--- src/rtl/ppdc_pkg.sv ---
// ----------------------------------------------------------------------------
// ppdc_pkg
// Shared widths, register indexes, stage records and step functions for the
// periodic pair distance and direction cosine pipeline.
// ----------------------------------------------------------------------------
package ppdc_pkg;

  localparam int CW       = 24;              // coordinate width, unsigned
  localparam int OW       = CW + 2;          // signed image offset
  localparam int SW       = 2 * CW;          // squared magnitude
  localparam int AW       = SW + 2;          // sum of three squares
  localparam int NIMG     = 27;
  localparam int IDXW     = 5;
  localparam int OPEN_IMG = 13;              // image (1,1,1), the direct offset
  localparam int CSH      = 15;              // Q1.15 scale
  localparam int QW       = CSH + 2;         // quotient bits, up to 2^15
  localparam int NW       = CW + CSH + 1;    // rounded numerator
  localparam int COSW     = 16;
  localparam int IN_W     = ((6 * CW + 7) / 8) * 8;
  localparam int OUT_W    = ((CW + 3 * COSW + 7) / 8) * 8;
  localparam int USER_W   = 6;
  localparam int CFG_IW   = 3;

  localparam logic [CFG_IW-1:0] REG_PERIODIC = 3'd0;
  localparam logic [CFG_IW-1:0] REG_CELL_X   = 3'd1;
  localparam logic [CFG_IW-1:0] REG_CELL_Y   = 3'd2;
  localparam logic [CFG_IW-1:0] REG_CELL_Z   = 3'd3;
  localparam logic [CFG_IW-1:0] REG_CUTOFF   = 3'd4;

  localparam logic [QW-1:0] COS_POS_MAX = QW'(32767);
  localparam logic [QW-1:0] COS_NEG_MAX = QW'(32768);

  typedef struct packed {
    logic              periodic;
    logic [2:0][CW-1:0] cell_len;
    logic [CW-1:0]      cutoff;
  } cfg_t;

  // One pair after the window test: a pass mask over the 27 images.
  typedef struct packed {
    logic [NIMG-1:0]          mask;
    logic [NIMG-1:0][SW-1:0]  sum;
    logic [2:0][2:0][CW-1:0]  mag;
    logic [2:0][2:0]          neg;
  } pair_t;

  // One passing image on its way to the square root.
  typedef struct packed {
    logic [SW-1:0]       s;
    logic [2:0][CW-1:0]  mag;
    logic [2:0]          neg;
    logic [2:0][1:0]     img;
    logic                last;
  } cand_t;

  typedef struct packed {
    logic [SW-1:0]       v;
    logic [CW:0]         rem;
    logic [CW-1:0]       root;
    logic [2:0][CW-1:0]  mag;
    logic [2:0]          neg;
    logic [2:0][1:0]     img;
    logic                last;
  } sq_t;

  typedef struct packed {
    logic [CW-1:0]       dist_res;
    logic                zero;
    logic [2:0][QW-1:0]  n;
    logic [2:0][CW-1:0]  rem;
    logic [2:0][QW-1:0]  q;
    logic [2:0]          neg;
    logic [2:0][1:0]     img;
    logic                last;
  } dv_t;

  typedef struct packed {
    logic [CW-1:0]        dist_res;
    logic [2:0][COSW-1:0] cosv;
    logic [2:0][1:0]      img;
    logic                 last;
  } rec_t;

  // One bit of the digit-by-digit integer square root.
  function automatic sq_t sqrt_step(sq_t a);
    sq_t         o;
    logic [CW+2:0] remsh;
    logic [CW+2:0] t;
    logic [CW+2:0] diff;
    o     = a;
    remsh = {a.rem, a.v[SW-1 -: 2]};
    t     = {1'b0, a.root, 2'b01};
    diff  = remsh - t;
    if (remsh >= t) begin
      o.rem  = diff[CW:0];
      o.root = {a.root[CW-2:0], 1'b1};
    end else begin
      o.rem  = remsh[CW:0];
      o.root = {a.root[CW-2:0], 1'b0};
    end
    o.v = {a.v[SW-3:0], 2'b00};
    return o;
  endfunction

  // One quotient bit of the three restoring dividers.
  function automatic dv_t div_step(dv_t a);
    dv_t         o;
    logic [CW:0] remsh;
    logic [CW:0] dd;
    logic [CW:0] diff;
    logic        ge;
    o  = a;
    dd = {1'b0, a.dist_res};
    for (int k = 0; k < 3; k++) begin
      remsh = {a.rem[k], a.n[k][QW-1]};
      diff  = remsh - dd;
      ge    = (remsh >= dd);
      o.rem[k] = ge ? diff[CW-1:0] : remsh[CW-1:0];
      o.q[k]   = {a.q[k][QW-2:0], ge};
      o.n[k]   = {a.n[k][QW-2:0], 1'b0};
    end
    return o;
  endfunction

  // Signs and saturates a rounded quotient into Q1.15.
  function automatic logic [COSW-1:0] cos_fmt(logic [QW-1:0] q, logic neg, logic zero);
    logic [QW-1:0] m;
    logic [COSW-1:0] r;
    m = q;
    if (zero) begin
      r = '0;
    end else if (neg) begin
      if (m > COS_NEG_MAX) m = COS_NEG_MAX;
      r = COSW'(-m);
    end else begin
      if (m > COS_POS_MAX) m = COS_POS_MAX;
      r = m[COSW-1:0];
    end
    return r;
  endfunction

endpackage

--- src/rtl/ppdc_sqrt.sv ---
// ----------------------------------------------------------------------------
// ppdc_sqrt
// Square root pipeline, one root bit per stage.
// ----------------------------------------------------------------------------
module ppdc_sqrt (
  input  logic            clk,
  input  logic            rst_n,
  input  logic            en,
  input  logic            cand_valid,
  input  ppdc_pkg::cand_t cand,
  output logic            sq_valid,
  output ppdc_pkg::sq_t   sq
);
  import ppdc_pkg::*;

  logic [CW:0] v_r;
  sq_t         st_r [0:CW];
  sq_t         first;

  always_comb begin
    first.v    = cand.s;
    first.rem  = '0;
    first.root = '0;
    first.mag  = cand.mag;
    first.neg  = cand.neg;
    first.img  = cand.img;
    first.last = cand.last;
  end

  always_ff @(posedge clk) begin
    if (!rst_n) begin
      v_r <= '0;
    end else if (en) begin
      v_r <= {v_r[CW-1:0], cand_valid};
    end
  end

  always_ff @(posedge clk) begin
    if (en) begin
      st_r[0] <= first;
      for (int i = 0; i < CW; i++) st_r[i+1] <= sqrt_step(st_r[i]);
    end
  end

  assign sq_valid = v_r[CW];
  assign sq       = st_r[CW];

endmodule

--- config.mk ---
export PLATFORM = sky130hd
export DESIGN_NAME = ppdc_sqrt
export DESIGN_NICKNAME = d
export VERILOG_FILES = /design/src/rtl/ppdc_pkg.sv /design/src/rtl/ppdc_sqrt.sv
export SDC_FILE = /design/constraint.sdc
export NUM_CORES = 2
export LEC_CHECK = 0
export BUFFER_PORTS_ARGS = -buffer_cell sky130_fd_sc_hd__buf_2
export CORE_MARGIN = 4
export CORE_UTILIZATION = 55
export DETAILED_ROUTE_END_ITERATION = 12
export GPL_ROUTABILITY_DRIVEN = 0
export PLACE_DENSITY_LB_ADDON = 0.2
export SLEW_MARGIN = 5
export SYNTH_ARGS = -nofsm -noshare
export SYNTH_HDL_FRONTEND = slang
export SYNTH_MEMORY_MAX_BITS = 65536
export SYNTH_SLANG_ARGS = --single-unit
export TNS_END_PERCENT = 30
--- constraint.sdc ---
create_clock -name clk -period 4.6 [get_ports clk]
set_clock_uncertainty 0.1 [all_clocks]
set_input_delay 0 -clock clk [delete_from_list [all_inputs] [get_ports clk]]
set_output_delay 0 -clock clk [all_outputs]
set_load 0.01 [all_outputs]
Yosys cells after proc, flatten, opt, wreduce, memory -nomap -nowiden. Memory sizes are Yosys's and may differ from the RTL's. Cells that the tools add are included.

Bits in registers: 25. Bits in latches: 0. Memory bits (writable): 4475. Bits in read-only memories: 0. Bits of input ports: 134. Output and inout bits: 180. Word-level logic and storage cells: 100. Memories kept: 1.

$add $sub $neg: 24. Multiply operators: 0. Divide/modulo/power cells: 0. Order comparisons: 24. Eq/ne operators: 0. Shift operators: 0. Muxes and demuxes: 50. Bitwise logic cells: 0. Reductions and logical operators: 0.

Memories: st_r (depth 25, width 179, rd ports 25, clocked after Yosys merged registers in 0, wr ports 25, line ppdc_sqrt.sv:17) `sq_t st_r [0:CW];`.

Operator list (count): 2-to-1 mux 49 bit (48); greater-or-equal comparator 27 x 26 -> 1 bit (24); subtractor 25 bit (24); 2-to-1 mux 1 bit (2).

Longest topological paths before layout. An unclocked memory read counts as a cell.

Depth after elaboration: 4. Gate-level depth with buffers: 14. Gate-level depth less buffers: 11.

Least setup slack after synthesis. No wires, ideal clock.

Path type: flip-flop to flip-flop. Start: mem st_r[1][1002] in the netlist's numbering. End: mem st_r[1][1190] in the netlist's numbering (data pin). Setup time: 0.258 ns. Arrival time: 2.942 ns. Required time: 4.242 ns. Setup slack: 1.300 ns. Cell stages (with the launch flop): 12. Buffers on the path: 2. Clock period less this slack: 3.300 ns. Cell sequence: edfxtp_1 -> ha_1 -> or3_1 -> o22ai_1 -> o31ai_1 -> a41oi_1 -> o21ai_0 -> a21o_1 -> a311o_1 -> clkbuf_1 -> clkbuf_1 -> o221a_2.

RTL lines (line): start: declaration (ppdc_sqrt.sv:17).

==> results.cfg <==
[run_status]
status = finished clean

[synth]
ys_seq_area_share_pct = 81.1
yosys-top-cells-area = edfxtp_1 (81%), ha_1 (3.1%), xor2_1 (1.6%), xnor2_1 (1.5%), inv_1 (1.2%)
yosysWarnings = 0
synth-edff-count = 3518
ys_ff_latch = 3543
synth_compound_area_share_pct = 4.54
syn_avg_cell_area_um2 = 17.7
synth.distinct_cells = 81
synth-main-ff-cell = edfxtp_1
yosys.area_share.simple_pct = 5.04
synth_cells = 7396
yosysTopAreaCellShare_pct = 80.7
yosys-mux-area-fraction_pct = 0.738
synth_top_family_by_area = simple AND/OR/NAND/NOR gates
synthArstFlopShare_pct = 0
synthAdderAreaFrac_pct = 3.12
synth_area_leader_cell = edfxtp_1
synthXorXnorAreaFrac_pct = 3.02
synth_area_um2 = 131000

[layout]
fill_cells = 16300
area_delta_synth_final_pct = 14.4
final_common_cell = edfxtp_1
fin_nets = 8635
final_cell_area_um2 = 150000
register_area_um2 = 106000
mostFrequentLayoutCells = edfxtp_1 (3518), inv_1 (416), clkbuf_16 (374)
drive_gt1_share_pct = 11.4
multi_input_area_um2 = 21800

[detailed_routing]
ant_nets = 0
drcViolationCount = 0
viasPerCell = 5.22
first_pass_iters = 8
num_vias = 60500
routedWlPerCell_um = 16.5
drt_iter0_drc = 3892
routed_wl_um = 191000

[power]
p_per_area_nw_per_um2 = 500
ir_drop_v = 0.000474
p_leak_nw = 54.5
finalPower_mw = 74.9

[timing]
slew_violations = 0
slew_headroom_pct = 26.3
finalSetupTns_ns = 0
max_freq_mhz = 255
worst_pin_slew_ns = 1.10
period_needed_ns = 3.92
hold_viol_final = 0
whs_ns = 0.182
period_share_pct = 85.3
setup_viol_count_final = 0
rsz0062_at_grt = false

[job]
maxCapViolCount = 0

[grt]
grt_first_pass_wirelength_um = 310000
antenna_found_initial = 6
grt_max_degree = 166
overflow = 0
grt_pass1_vias = 61400
grtUsageTotal_pct = 15.4

[worst_setup_path]
worstPathRequired_ns = 5.18
critical_path_class = reg -> reg
crit_path_max_fanout = 11
crit_arrival_ns = 4.51
start_kind = flop
cp-end-kind = flop

[min_path]
min_path_type = in -> reg

[placed_design]
placed_cell_area_um2 = 136000
hpwl_um = 117000
portBuffers = 265

[clock_network]
clock_sinks = 3543
clockRootBuffer = clkbuf_16
clockBufferDepth = 4
clkTransAtPathRegs_ns = 0.06
cts_resized = 0
numCtsBuffers = 368
h-tree-depth = 5
cts_tree = built
insertion_delay_ns = 0.92

[floorplan]
fp-row-count = 178
die_w_um = 496
die_area_um2 = 246000
dieHeight_um = 496
pin_count = 314
core_um2 = 236000
initial_utilization_pct = 55.5
## metal layers
metal / wire (um) / global-route usage [%] / vias to the layer above / part of all wire, %
met1: 78000 / 18.8 / 29300 / 41
met3: 7380 / 2.71 / 573 / 3.9
li1: - / - / 29400 / -
met2: 97300 / 26.9 / 1294 / 51
met5: 0 / 0 / - / 0
met4: 8730 / 7.27 / 0 / 4.6
## synthesized netlist by cell type, drive strengths merged (48+ instances only)
master / instances
inv: 416
or3: 48
nor2b: 76
ha: 327
xor2: 235
nand2b: 68
nor3: 127
o21ai: 278
nor4: 69
edfxtp: 3518
xnor2: 217
a21o: 100
a21oi: 309
o21a: 55
mux2: 52
nand4: 49
nor2: 300
nand2: 353
clkbuf: 79
nand3: 72
buf: 191
## where the power goes
group	leakage, nW	total (mW)	switching, mW	internal, mW
clock	5.55	27.7	11.4	16.3
sequential	34.3	40.0	1.17	38.8
combinational	14.6	7.22	4.21	3.01
total	54.5	74.9	16.7	58.2
## per-stage QoR
| stage | setup WS (ns) | std cells | util [%] |
|---|---|---|---|
| 2_1_floorplan | 1.30 | 7444 | - |
| 3_3_place_gp | 0.904 | 10700 | 57.5 |
| 3_5_place_dp | 0.739 | 10700 | 57.5 |
| 4_1_cts | 0.729 | 11600 | 63.4 |
| 5_1_grt | 0.328 | 11600 | 63.4 |
| 6_report | 0.676 | 11600 | 63.4 |
## worst paths after layout
check | startpoint | end | slack [ns] | cells past startpoint
setup / recovery | st_r[0][466] | st_r[0][659] | 0.68 | 9
hold / removal | cand[48] | st_r[0][48] | 0.18 | 3
setup reg to reg | st_r[0][466] | st_r[0][659] | 0.68 | 9
hold reg to reg | st_r[1][1075] | st_r[1][1254] | 0.27 | 0
## sequential cells by signal (all words and copies together), names as in the netlist
signal	count
st_r	3518
v_r	25
## cell type report
class | count | area share [%]
Tap cell | 3150 | 2.63
Clock inverter | 197 | 1.14
Antenna cell | 2 | 0.00334
Clock buffer | 444 | 6.44
Multi-Input combinational cell | 3215 | 14.5
Timing Repair Buffer | 630 | 3.35
Inverter | 416 | 1.04
Sequential cell | 3543 | 70.9
## cells by family (layout without fill, tap and decap cells)
group / count (synthesis) / in the layout
other: 1 / 51
buffers and inverters: 686 / 1687
AOI/OAI and AO/OA: 974 / 974
DFF: 3543 / 3543
adders and majority gates: 327 / 327
and+or+nand+nor: 1323 / 1323
xor gates and xnor gates: 452 / 452
muxes: 90 / 90
## critical path: stages, from the launching register on
cell      delay [ns]
edfxtp_1        0.48
nor4_1          0.57
nand4_1         0.24
o21ai_0         0.35
inv_1           0.08
nand2_1         0.33
nand3b_1        0.29
nor4_1          0.85
nand2b_1        0.20
xnor2_1         0.18
## repair_timing
| item | 4_1_cts | 5_1_grt |
|---|---|---|
| buffers inserted | 0 | 0 |
| endpoints found under the hold margin | 1184 | 0 |
| hold buffers | 267 | 0 |
Note: power is estimated with default switching activity, not from simulation.
