[src/rtl/ppdc_pkg.sv]
// ----------------------------------------------------------------------------
// ppdc_pkg
// Shared widths, register indexes, stage records and step functions for the
// periodic pair distance and direction cosine pipeline.
// ----------------------------------------------------------------------------
package ppdc_pkg;

  localparam int CW       = 24;              // coordinate width, unsigned
  localparam int OW       = CW + 2;          // signed image offset
  localparam int SW       = 2 * CW;          // squared magnitude
  localparam int AW       = SW + 2;          // sum of three squares
  localparam int NIMG     = 27;
  localparam int IDXW     = 5;
  localparam int OPEN_IMG = 13;              // image (1,1,1), the direct offset
  localparam int CSH      = 15;              // Q1.15 scale
  localparam int QW       = CSH + 2;         // quotient bits, up to 2^15
  localparam int NW       = CW + CSH + 1;    // rounded numerator
  localparam int COSW     = 16;
  localparam int IN_W     = ((6 * CW + 7) / 8) * 8;
  localparam int OUT_W    = ((CW + 3 * COSW + 7) / 8) * 8;
  localparam int USER_W   = 6;
  localparam int CFG_IW   = 3;

  localparam logic [CFG_IW-1:0] REG_PERIODIC = 3'd0;
  localparam logic [CFG_IW-1:0] REG_CELL_X   = 3'd1;
  localparam logic [CFG_IW-1:0] REG_CELL_Y   = 3'd2;
  localparam logic [CFG_IW-1:0] REG_CELL_Z   = 3'd3;
  localparam logic [CFG_IW-1:0] REG_CUTOFF   = 3'd4;

  localparam logic [QW-1:0] COS_POS_MAX = QW'(32767);
  localparam logic [QW-1:0] COS_NEG_MAX = QW'(32768);

  typedef struct packed {
    logic              periodic;
    logic [2:0][CW-1:0] cell_len;
    logic [CW-1:0]      cutoff;
  } cfg_t;

  // One pair after the window test: a pass mask over the 27 images.
  typedef struct packed {
    logic [NIMG-1:0]          mask;
    logic [NIMG-1:0][SW-1:0]  sum;
    logic [2:0][2:0][CW-1:0]  mag;
    logic [2:0][2:0]          neg;
  } pair_t;

  // One passing image on its way to the square root.
  typedef struct packed {
    logic [SW-1:0]       s;
    logic [2:0][CW-1:0]  mag;
    logic [2:0]          neg;
    logic [2:0][1:0]     img;
    logic                last;
  } cand_t;

  typedef struct packed {
    logic [SW-1:0]       v;
    logic [CW:0]         rem;
    logic [CW-1:0]       root;
    logic [2:0][CW-1:0]  mag;
    logic [2:0]          neg;
    logic [2:0][1:0]     img;
    logic                last;
  } sq_t;

  typedef struct packed {
    logic [CW-1:0]       dist_res;
    logic                zero;
    logic [2:0][QW-1:0]  n;
    logic [2:0][CW-1:0]  rem;
    logic [2:0][QW-1:0]  q;
    logic [2:0]          neg;
    logic [2:0][1:0]     img;
    logic                last;
  } dv_t;

  typedef struct packed {
    logic [CW-1:0]        dist_res;
    logic [2:0][COSW-1:0] cosv;
    logic [2:0][1:0]      img;
    logic                 last;
  } rec_t;

  // One bit of the digit-by-digit integer square root.
  function automatic sq_t sqrt_step(sq_t a);
    sq_t         o;
    logic [CW+2:0] remsh;
    logic [CW+2:0] t;
    logic [CW+2:0] diff;
    o     = a;
    remsh = {a.rem, a.v[SW-1 -: 2]};
    t     = {1'b0, a.root, 2'b01};
    diff  = remsh - t;
    if (remsh >= t) begin
      o.rem  = diff[CW:0];
      o.root = {a.root[CW-2:0], 1'b1};
    end else begin
      o.rem  = remsh[CW:0];
      o.root = {a.root[CW-2:0], 1'b0};
    end
    o.v = {a.v[SW-3:0], 2'b00};
    return o;
  endfunction

  // One quotient bit of the three restoring dividers.
  function automatic dv_t div_step(dv_t a);
    dv_t         o;
    logic [CW:0] remsh;
    logic [CW:0] dd;
    logic [CW:0] diff;
    logic        ge;
    o  = a;
    dd = {1'b0, a.dist_res};
    for (int k = 0; k < 3; k++) begin
      remsh = {a.rem[k], a.n[k][QW-1]};
      diff  = remsh - dd;
      ge    = (remsh >= dd);
      o.rem[k] = ge ? diff[CW-1:0] : remsh[CW-1:0];
      o.q[k]   = {a.q[k][QW-2:0], ge};
      o.n[k]   = {a.n[k][QW-2:0], 1'b0};
    end
    return o;
  endfunction

  // Signs and saturates a rounded quotient into Q1.15.
  function automatic logic [COSW-1:0] cos_fmt(logic [QW-1:0] q, logic neg, logic zero);
    logic [QW-1:0] m;
    logic [COSW-1:0] r;
    m = q;
    if (zero) begin
      r = '0;
    end else if (neg) begin
      if (m > COS_NEG_MAX) m = COS_NEG_MAX;
      r = COSW'(-m);
    end else begin
      if (m > COS_POS_MAX) m = COS_POS_MAX;
      r = m[COSW-1:0];
    end
    return r;
  endfunction

endpackage

[src/rtl/ppdc_pick.sv]
// ----------------------------------------------------------------------------
// ppdc_pick
// Holds a tested pair, handing out its passing images one per cycle while en.
// ----------------------------------------------------------------------------
module ppdc_pick (
  input  logic            clk,
  input  logic            rst_n,
  input  logic            pair_valid,
  output logic            pair_ready,
  input  ppdc_pkg::pair_t pair,
  input  logic            en,
  output logic            cand_valid,
  output ppdc_pkg::cand_t cand
);
  import ppdc_pkg::*;

  logic            held_r;
  pair_t           pair_r;
  logic            found;
  logic [IDXW-1:0] idx;
  logic [2:0][1:0] sel;
  logic [NIMG-1:0] rest;
  logic            done;

  always_comb begin
    found = 1'b0;
    idx   = '0;
    sel   = '0;
    for (int u = 0; u < 3; u++) begin
      for (int v = 0; v < 3; v++) begin
        for (int w = 0; w < 3; w++) begin
          if (!found && pair_r.mask[u*9 + v*3 + w]) begin
            found  = 1'b1;
            idx    = IDXW'(u*9 + v*3 + w);
            sel[0] = 2'(u);
            sel[1] = 2'(v);
            sel[2] = 2'(w);
          end
        end
      end
    end
    rest      = pair_r.mask;
    rest[idx] = 1'b0;
  end

  always_comb begin
    cand.s    = pair_r.sum[idx];
    cand.img  = sel;
    cand.last = (rest == '0);
    for (int k = 0; k < 3; k++) begin
      cand.mag[k] = pair_r.mag[k][sel[k]];
      cand.neg[k] = pair_r.neg[k][sel[k]];
    end
  end

  assign cand_valid = held_r && found;
  assign done       = held_r && (!found || (en && rest == '0));
  assign pair_ready = !held_r || done;

  always_ff @(posedge clk) begin
    if (!rst_n) begin
      held_r <= 1'b0;
    end else if (pair_ready) begin
      held_r <= pair_valid;
    end
  end

  always_ff @(posedge clk) begin
    if (pair_ready && pair_valid) begin
      pair_r <= pair;
    end else if (held_r && en && found) begin
      pair_r.mask <= rest;
    end
  end

endmodule

[config.mk]
export PLATFORM = sky130hd
export DESIGN_NAME = ppdc_pick
export DESIGN_NICKNAME = d
export VERILOG_FILES = /design/src/rtl/ppdc_pkg.sv /design/src/rtl/ppdc_pick.sv
export SDC_FILE = /design/constraint.sdc
export NUM_CORES = 2
export LEC_CHECK = 0
export BUFFER_PORTS_ARGS = -buffer_cell sky130_fd_sc_hd__buf_4
export CORE_AREA = 2 2 657 659
export DETAILED_ROUTE_END_ITERATION = 7
export DIE_AREA = 0 0 659 661
export SYNTH_ARGS = -nofsm -noshare
export SYNTH_HDL_FRONTEND = slang
export SYNTH_SLANG_ARGS = --single-unit
export TNS_END_PERCENT = 20
[constraint.sdc]
create_clock -name clk -period 47.7 [get_ports clk]
set_input_delay 4.77 -clock clk [delete_from_list [all_inputs] [get_ports clk]]
set_output_delay 4.77 -clock clk [all_outputs]
set_load 0.02 [all_outputs]
Yosys cells after proc, flatten, opt, wreduce, memory -nomap -nowiden --
Cells that the tools add are included.
Storage, ports and cells: flip-flop bits (word level) 1549, word-level logic and storage cells 210, output and inout port bits 132, input bits 1552
Cells by class: bitwise gates (word level) 2, reductions and logical operators 65, magnitude comparators 5, muxes and demuxes 97
Operators with widths (count):
- $bmux 48 s5 | 1
- $mux 6 | 25
- $bmux 24 s2 | 3
- $mux 5 | 26
- $mux 24 | 3
- $mux 27 | 2
- $mux 48 | 1
- $logic_and 1x1->1 | 33
- $mux 1 | 32
- $logic_not 1->1 | 28
- $and 27x27->27 | 1
- $logic_not 27->1 | 1
- $not 27->27 | 1
- $lt 2x3->1 const B | 3
- $bmux 1 s2 | 3
- $lt 5x6->1 const B | 1
- $demux 1 s5 | 1
- $ge 5x1->1 const B | 1
- $logic_or 1x1->1 | 2
- $reduce_bool 2->1 | 1

Longest topological paths before layout --
depth after elaboration 92, mapped depth 16, mapped depth without buffers 9

Least setup slack after synthesis --
Ideal clock, no wire load.
path type input -> register, start point in pair_valid, end point reg pair_r[1532] (netlist bit) (data pin), cell stages on the path 3, data required time 47.423 ns, arrival 28.741 ns, setup slack 18.682 ns, path buffers 1, setup time 0.277 ns, cell sequence clkbuf_1 nor2b_4 mux2_1
Between the ends: cells in the longest elaborated chain, start to end 2
Ends and longest elaborated chain:
- from (decl) | RTL line ppdc_pick.sv:8 | input logic pair_valid,
- $logic_and 1x1->1 | RTL line ppdc_pick.sv:69 | if (pair_ready && pair_valid) begin
- $mux 27 | RTL line ppdc_pick.sv:69
- to (signal assigned) | RTL line ppdc_pick.sv:70 | pair_r <= pair;
- to (decl) | RTL line ppdc_pick.sv:18 | pair_t pair_r;
No other way between the ends. A chain may end at the register's enable or synchronous reset.

==> metrics.txt <==
Final Hold Fails=0; Worst VDD drop=32.2 uV; setup violation total in the final timing report=0; kind of critical path=register to output port; Max Slew Vio Count=2; first-pass GRT wire length=523000 um; Area growth syn-to-layout=46.1%; die width=659 um; leading area contributor after synthesis=edfxtp_1; final critical-path required period=12.37 ns; post-cts sizing count=0; predominant post-synthesis flop cell=edfxtp_1; Via density=3.96; setup slack, reg-to-reg=38.79 ns; vias in the first global route=44300; layout cells sized above 1=37.8%; outcome=finished, violations left; Post-Syn Instances=3940; HP Class=register to register; Mapped Area=59300 um^2; DP Area=79900 um^2; Finished Layout Cells=11700; Yosys warning count=0; Post-synth EDFFs=1548; FF+latch count, synth=1549; Yosys cell types=69; clock root cell=clkbuf_16; Synth top area share=78.4%; largest net degree at the start of global routing=153; worst slew pin tran=1.64 ns; post-route ant nets=0; post-synthesis sequential area ratio=78.4%; Die H=661 um; Setup TNS=0 ns; Crit Path Max Fanout=60; FF+latch area=46500 um^2; total clock sinks=1549; Startpoint Class=register; RR Startpoint=pair_r[1526]$_DFFE_PP_; Worst R2R End=pair_r[275]$_DFFE_PP_; CP endpoint kind=output port; clock insertion delay at the later pin of the skew report=0.93 ns; top-count cell post-synth=edfxtp_1; H-tree depth=4; placed cells=11300; Multi-input gate area=12300 um^2; Initial Util=13.8%; RSZ-0062 raised after global routing=false; final wirelength=431000 um; synthesized area per cell=15.0 um^2; final instance area=86600 um^2; overall power=3.69 mW; Die ar.=436000 um^2; clock slew at the register clock pins of the worst setup and hold paths=0.06 ns; layout filler cell count=46200; Nets=7299; power per cell area=42.6 nW/um^2; TritonCTS buffer count=199; max-slew headroom at the worst pin=-9.26%; total track usage=18.9%; Critical Path Sink=cand[106]; TritonRoute pass-1 iters=6; detailed placer's ending HPWL=348000 um; core area=429000 um^2; Detailed Route Iter0 Violations=5342; # IOs=1684; Critical Path Start=pair_r[1526]$_DFFE_PP_; Congestion Overflow GR=0; CP Data Required Time=42.93 ns; drt drc=0; final worst-path cycle share=25.9%; Vias=46400; failing checks=capacitance limit, slew limit; # rows=241; routed len/inst=36.8 um; Reg2Reg Depth=14; Leakage=31.5 nW; Final Skew=0.0601 ns; clk buf depth=4; # hold bufs at CTS=0; post-CTS setup buffer count=0; Critical Path AT=7.60 ns; PortBufs=1683; CTS tree=built; Placer Congestion=0.965; max_cap viols=1; Layout Utilization=20.2%; async set-reset flop share out of synthesis=0%; most frequent cells after synthesis=1548 x edfxtp_1, 787 x nand2_1, 172 x a21oi_1, 172 x nand3_1, 160 x nor2_1; Area contributors post-synth=edfxtp_1 78%, nand2_1 5.0%, mux2i_1 1.7%; Mapped Nets=5492; initial antenna violation count=367; Peak Freq=80.9 MHz
[stage by stage]
stage / setup slack (ns) / hold WS [ns]
after global routing: 34.90 / 0.821
after floorplan: 18.68 / 0.628
after CTS: 34.98 / 0.765
after global placement: 36.09 / 0.740
final: 35.33 / 0.781
after detailed placement: 36.05 / 0.744
[report_power, final]
part           switching (mW)  total (mW)  leakage, nW  internal [mW]
Combinational           0.338       0.512         13.6          0.174
Clock                   0.675        1.55         3.11          0.878
Sequential             0.0349        1.63         14.7           1.59
[cell families after synthesis]
| family | share of synthesized area, % |
|---|---|
| compound gates | 8.37 |
| flops | 78.4 |
| mux | 1.87 |
| fa+ha+maj | 0.0507 |
| simple gates | 9.48 |
| buf+inv | 1.77 |
[area by class of cell]
class | count | area share, %
sequential | 1549 | 53.7
timing repair buffer | 1842 | 16.1
multi-input combinational | 2137 | 14.2
tap | 5710 | 8.25
clock buffer | 230 | 5.88
clock inverter | 129 | 1.64
antenna | 87 | 0.251
inverter | 18 | 0.0780
[flip-flops by register name (all words and copies together) (netlist names)]
name and cells:
held_r 1, pair_r 1548
[how the worst min path moves through the flow]
stage | startpoint | endpoint | slack (ns) | depth (start not counted)
floorplan | pair_r[1546]$_DFFE_PP_ | pair_r[1546]$_DFFE_PP_ | 0.63 | 2
global placement | pair_r[1533]$_DFFE_PP_ | pair_r[1533]$_DFFE_PP_ | 0.74 | 2
detailed placement | pair_r[1533]$_DFFE_PP_ | pair_r[1533]$_DFFE_PP_ | 0.74 | 2
CTS | pair_r[1533]$_DFFE_PP_ | pair_r[1533]$_DFFE_PP_ | 0.76 | 2
global route | pair_r[1525]$_DFFE_PP_ | pair_r[1525]$_DFFE_PP_ | 0.82 | 2
finish | pair_r[1533]$_DFFE_PP_ | pair_r[1533]$_DFFE_PP_ | 0.78 | 2
[layer usage]
metal	up-vias	part of all wire, %	wire (um)	global-route usage (%)
li1	19000	-	-	-
met1	23300	41	175000	24.0
met2	3053	45	194000	29.8
met3	870	9.7	41800	6.30
met4	134	4.4	18900	7.02
met5	-	0.22	931	0
[cells in the final DEF (no fill, tap or decap), types with 35 or more instances in the layout]
cell / netlist / final
a21oi_1: 172 / 169
a222oi_1: 45 / 45
a22oi_1: 81 / 81
a31oi_1: 101 / 99
and3_1: 41 / 38
buf_4: 2 / 1835
clkbuf_16: 0 / 199
clkinv_1: 0 / 42
diode_2: 0 / 87
edfxtp_1: 1548 / 1548
mux2i_1: 103 / 103
nand2_1: 787 / 783
nand3_1: 172 / 169
nand4_1: 35 / 35
nor2_1: 160 / 149
nor3_1: 52 / 43
o211ai_1: 35 / 35
o21ai_0: 76 / 71
[critical path, stage by stage, from the launching register on]
cell      delay (ns)
edfxtp_1        0.53
or4_1           0.68
nor4_4          0.30
buf_4           0.28
or3_1           0.23
a211o_4         0.45
buf_4           0.57
buf_4           0.64
buf_4           0.54
buf_4           0.72
nand2_1         0.15
a21oi_1         0.26
a221oi_2        0.11
buf_4           0.22
o211ai_1        0.52
buf_4           0.34
No activity file was read; power rests on OpenSTA's default activity.
